<file path="src/rtl/pee_pkg.sv">
// ----------------------------------------------------------------------------
// pee_pkg: shared types and constants for the postfix expression evaluator
// Character codes, status codes, transaction structs and sequencer states.
// ----------------------------------------------------------------------------
package pee_pkg;

	// operand and result width
	localparam int unsigned DATA_W = 32;

	// ascii codes that the evaluator recognizes
	localparam logic [7:0] CH_ZERO  = 8'h30;
	localparam logic [7:0] CH_NINE  = 8'h39;
	localparam logic [7:0] CH_PLUS  = 8'h2B;
	localparam logic [7:0] CH_MINUS = 8'h2D;
	localparam logic [7:0] CH_STAR  = 8'h2A;
	localparam logic [7:0] CH_SLASH = 8'h2F;

	// result status, sticky error code
	typedef enum logic [2:0] {
		ST_OK        = 3'd0,
		ST_OVERFLOW  = 3'd1,
		ST_UNDERFLOW = 3'd2,
		ST_DIVZERO   = 3'd3,
		ST_INVALID   = 3'd4
	} status_t;

	// input transaction
	typedef struct packed {
		logic [7:0] character;
		logic       last;
	} chr_item_t;

	// result transaction
	typedef struct packed {
		logic signed [DATA_W-1:0] value;
		status_t                  status;
	} res_item_t;

	// arithmetic unit operations
	typedef enum logic [1:0] {
		ALU_ADD,
		ALU_SUB,
		ALU_MUL,
		ALU_DIV
	} alu_op_t;

	// arithmetic unit control from the sequencer
	typedef struct packed {
		logic    start;
		alu_op_t op;
	} alu_ctrl_t;

	// arithmetic unit states
	typedef enum logic [2:0] {
		A_IDLE,
		A_MUL,
		A_ABSA,
		A_ABSB,
		A_DIV,
		A_FIX,
		A_DONE
	} alu_state_t;

	// evaluator sequencer states
	typedef enum logic [2:0] {
		S_IDLE,
		S_DECODE,
		S_READ_Y,
		S_READ_X,
		S_LOAD_X,
		S_CALC,
		S_FINISH,
		S_EMIT
	} seq_state_t;

endpackage

</file>
<file path="src/rtl/pee_stack.sv">
// ----------------------------------------------------------------------------
// pee_stack: operand stack storage
// Single write port, single read port with registered read data.
// ----------------------------------------------------------------------------
module pee_stack #(
	parameter int unsigned DEPTH = 128,
	localparam int unsigned AW = $clog2(DEPTH)
) (
	input  logic                        clk,
	input  logic                        wr_en,
	input  logic [AW-1:0]               wr_addr,
	input  logic [pee_pkg::DATA_W-1:0]  wr_data,
	input  logic                        rd_en,
	input  logic [AW-1:0]               rd_addr,
	output logic [pee_pkg::DATA_W-1:0]  rd_data
);
	import pee_pkg::*;

	logic [DATA_W-1:0] mem [DEPTH];
	logic [DATA_W-1:0] rd_data_q;

	// write port
	always_ff @(posedge clk) begin
		if (wr_en) begin
			mem[wr_addr] <= wr_data;
		end
	end

	// registered read port
	always_ff @(posedge clk) begin
		if (rd_en) begin
			rd_data_q <= mem[rd_addr];
		end
	end

	assign rd_data = rd_data_q;

endmodule

</file>
<file path="config.mk">
export PLATFORM = sky130hd
export DESIGN_NAME = pee_stack
export DESIGN_NICKNAME = d
export VERILOG_FILES = /design/src/rtl/pee_pkg.sv /design/src/rtl/pee_stack.sv
export SDC_FILE = /design/constraint.sdc
export NUM_CORES = 2
export LEC_CHECK = 0
export BUFFER_PORTS_ARGS = -buffer_cell sky130_fd_sc_hd__buf_2
export CELL_PAD_IN_SITES_DETAIL_PLACEMENT = 0
export CELL_PAD_IN_SITES_GLOBAL_PLACEMENT = 1
export CORE_MARGIN = 8
export CORE_UTILIZATION = 52
export DETAILED_ROUTE_END_ITERATION = 8
export HOLD_SLACK_MARGIN = 0.02
export PLACE_DENSITY = 0.76
export SETUP_SLACK_MARGIN = 0.02
export SLEW_MARGIN = 20
export SYNTH_ARGS = -nofsm -noshare
export SYNTH_HDL_FRONTEND = slang
export SYNTH_SLANG_ARGS = --single-unit
export TNS_END_PERCENT = 100
</file>
<file path="constraint.sdc">
create_clock -name clk -period 4.1 [get_ports clk]
set_input_delay 0.82 -clock clk [delete_from_list [all_inputs] [get_ports clk]]
set_output_delay 0.82 -clock clk [all_outputs]
set_load 0.02 [all_outputs]
</file>
==> summary.md <==
| Metric | Value |
|---|---|
| GRT Util Overall | 24.9% |
| Peak VDD IR | 0.351 mV |
| Reg-to-Reg Start | mem[21][10]$_DFFE_PP_ |
| DIE HEIGHT | 565 um |
| Iter 0 DRT Violations | 10600 |
| Status | complete, no violations |
| Most frequent cell after synthesis | edfxtp_1 |
| Pre-CTS setup slack | -0.0441 ns |
| CP top delay family | multiplexers |
| Setup ws final | around 0.9 ns |
| GPL Wtd Cong | 0.828 |
| Slew Limit Fails | 0 |
| Setup Viol. Count Final | 0 |
| Adder-cell share of the synthesized area | 0% |
| Seq cells post-synth | 4128 |
| Initial Util | 52.2% |
| Compound-Gate Fraction of Synth Area | 0% |
| Post-synth top flop | edfxtp_1 |
| Vias after detailed routing | slightly above 70000 |
| Die Area | 319000 um2 |
| CP Cell Sequence | buf_12, buf_12, buf_12, buf_12, mux4_2, mux4_2, mux4_2, mux2_2 |
| Tightest Hold Check Type | primary input to flip-flop |
| Core ar. | between 200000 and 300000 um2 |
| Asr flop ratio synth | 0% |
| Final hold violation count | 0 |
| Max incr delay on CP | 0.62 ns |
| Synth cell types | 16 |
| F_max | 311 MHz |
| CTS Buf Count | 400 |
| Synth Area in XOR/XNOR | 0% |
| Crit path top cell by count | buf_12 |
| Clock Tree Buf Depth | 4 |
| CP max-delay cell | mux4_2 |
| Crit path DAT | 3.87 ns |
| Congestion Overflow GR | 0 |
| Yosys top cell by area | edfxtp_1 |
| Hold-fix buffers, CTS | 0 |
| Switching share of power | 21.0% |
| Worst Setup EP | rd_data[21]$_DFFE_PP_ |
| CP max FO | 24 |
| Power share of the combinational group | between 5 and 6% |
| Synth top area share | 79.2% |
| Most area-consuming cells after synthesis | edfxtp_1 79%, mux4_2 19%, clkbuf_1 0.44% |
| Detail Placement HPWL | 222 mm |
| Hold slack | around 0.38 ns |
| Vias per cell | 6.60 |
| Clock transition at path regs | 0.07 ns |
| Synth top cells by count | 4128 x edfxtp_1, 1344 x mux4_2, 182 x clkbuf_1 |
| Residual DRC | 0 |
| Worst Tran Pin Value | 1.11 ns |
| Resize count post-CTS | 0 |
| CTS H-tree lvls | 5 |
| RSZ-0062 raised after global routing | no |
| Max-cap violation count | 0 |
| Antenna-violating nets left | 0 |
| Number of synthesized flops with an enable pin | 4128 |
| CTS tree | yes |
| Sequential fraction of the synthesis area | between 70 and 80% |
| Net count, final | roughly 6600 |
| Max-slew headroom | 25.9% |
| Clock Latency Late Sink | 0.94 ns |
| Vias in the first global route | slightly above 70000 |
| Final wirelength | about 400 mm |
| Drt pass-1 iters | 5 |
| Area grow syn2layout | 14.4% |
| Initial antenna violation count | between 40 and 50 |
| First-pass GRT wire length | roughly 560 mm |
| LEAKAGE | 0.0550 uW |
| Period utilization | just under 80% |
| Worst setup startpoint | rd_addr[0] |
| Wire per inst | 36.7 um |
| WP buf/inv | 4 |
| I/O Buffers | 80 |
| Largest net degree at the start of global routing | 114 |
| Mapped Area | 157000 um2 |
| Core Util, Final | 59.8% |
| Root buf cell | clkbuf_16 |
| Clk_skew | roughly 0.066 ns |
| Syn Nets | about 6000 |
| Post-Synth Simple-Gate Area | less than 1% |
| Setup CP Type | primary input to flip-flop |
| Reg2reg setup slack | 1.32 ns |
| Crit Reg-Reg Endpoint | rd_data[10]$_DFFE_PP_ |
| Sw Pwr | approximately 18000 uW |
| I/O pin total | slightly above 80 |
| # rows | 201 |
| Element type at the critical path start | primary input |
| CP endpoint kind | flip-flop |
| Worst reg2reg path depth | 4 |
| Crit path time final | around 3.2 ns |
| PwrDens | 485 nW/um2 |
| Main combinational cell family by area after synthesis | multiplexers |
| Required @ worst endpoint | 4.75 ns |
| Post-CTS setup buffer count | 0 |
| Clk sink count | a little over 4000 |
| Fillers | about 20000 |
| CP Depth | 8 |
| Share of power burned in registers | 53.8% |
| Yosys warns | 0 |
| Synth Instances | 5990 |
| Cell Int Power | 68600 uW |
| Clk pwr share | roughly 41% |
| Die Span X | 565 um |
| Mean post-synth cell area | 26.1 um2 |
| Share of post-route cells with drive strength above 1 | 37.0% |
| Mux cell area share after synthesis | 19.6% |
power by group through the flow:
stage	sequential, uW	clock (uW)	combinational [uW]
final	46800	35500	4610
after global routing	46700	37500	4780
after CTS	46800	35900	4600
after detailed placement	47700	0	4580
after global placement	47700	0	4500
after floorplan	47600	0	2250
how the worst min path moves through the flow:
stage,startpoint,end,cells past startpoint
3_5_place_dp,mem[125][19]$_DFFE_PP_,rd_data[19]$_DFFE_PP_,4
3_3_place_gp,mem[110][2]$_DFFE_PP_,rd_data[2]$_DFFE_PP_,4
4_1_cts,wr_data[14],mem[2][14]$_DFFE_PP_,1
5_1_grt,wr_data[22],mem[113][22]$_DFFE_PP_,1
6_report,wr_data[22],mem[113][22]$_DFFE_PP_,1
2_1_floorplan,wr_data[0],mem[0][0]$_DFFE_PP_,0
area by class of cell:
| class | instances | area [um2] | area share, % |
|---|---|---|---|
| well taps | 3958 | 4950 | 2.76 |
| clock buffers | 475 | 10400 | 5.80 |
| multi-input cells | 1546 | 32300 | 18.0 |
| flip-flops and latches | 4128 | 124000 | 69.2 |
| diodes | 28 | 70.1 | 0.0391 |
| clock inverters | 246 | 2130 | 1.19 |
| repair buffers | 488 | 5420 | 3.03 |
logic make-up after synthesis:
logic type / Yosys count
buffers and inverters: 316
flip-flops: 4128
multiplexers: 1376
AND/OR/NAND/NOR: 170
flip-flops by register name (all words and copies together) (netlist names):
signal,cells
mem,4096
rd_data,32
metrics by stage:
step           TNS, ns  cells  total power, uW  instance area [um2]
2_1_floorplan        0   5990            49900               157000
3_3_place_gp   -0.0640  10100            52100               167000
3_5_place_dp   -0.0699  10100            52200               167000
4_1_cts              0  10800            87300               179000
5_1_grt              0  10900            89000               179000
6_report             0  10900            86900               179000
cells in the final DEF, fill, tap and decap left out, types with 2 or more instances in the layout:
cell,count
buf_8,3
nor2b_1,7
nand3_2,4
buf_6,9
bufinv_16,32
nor2_4,119
buf_4,290
clkinv_1,100
inv_6,6
buf_12,143
mux2_2,32
nor3_2,9
clkinv_2,78
clkinv_16,3
nor2_1,3
diode_2,28
nand2b_1,2
nand4_1,3
clkbuf_16,405
nand3_1,8
clkinv_8,5
buf_2,42
clkinvlp_4,17
mux4_2,1344
clkbuf_1,70
clkinv_4,4
nand2_1,13
edfxtp_1,4128
per-layer routing:
layer / vias to the layer above / global-route usage (%) / wire (um)
li1: 27600 / - / -
met1: 39000 / 34.9 / 147000
met2: 4466 / 40.0 / 192000
met3: 626 / 5.11 / 45200
met4: 8 / 7.84 / 13900
met5: - / 0 / 34
Power figures use the tool's default switching activity.
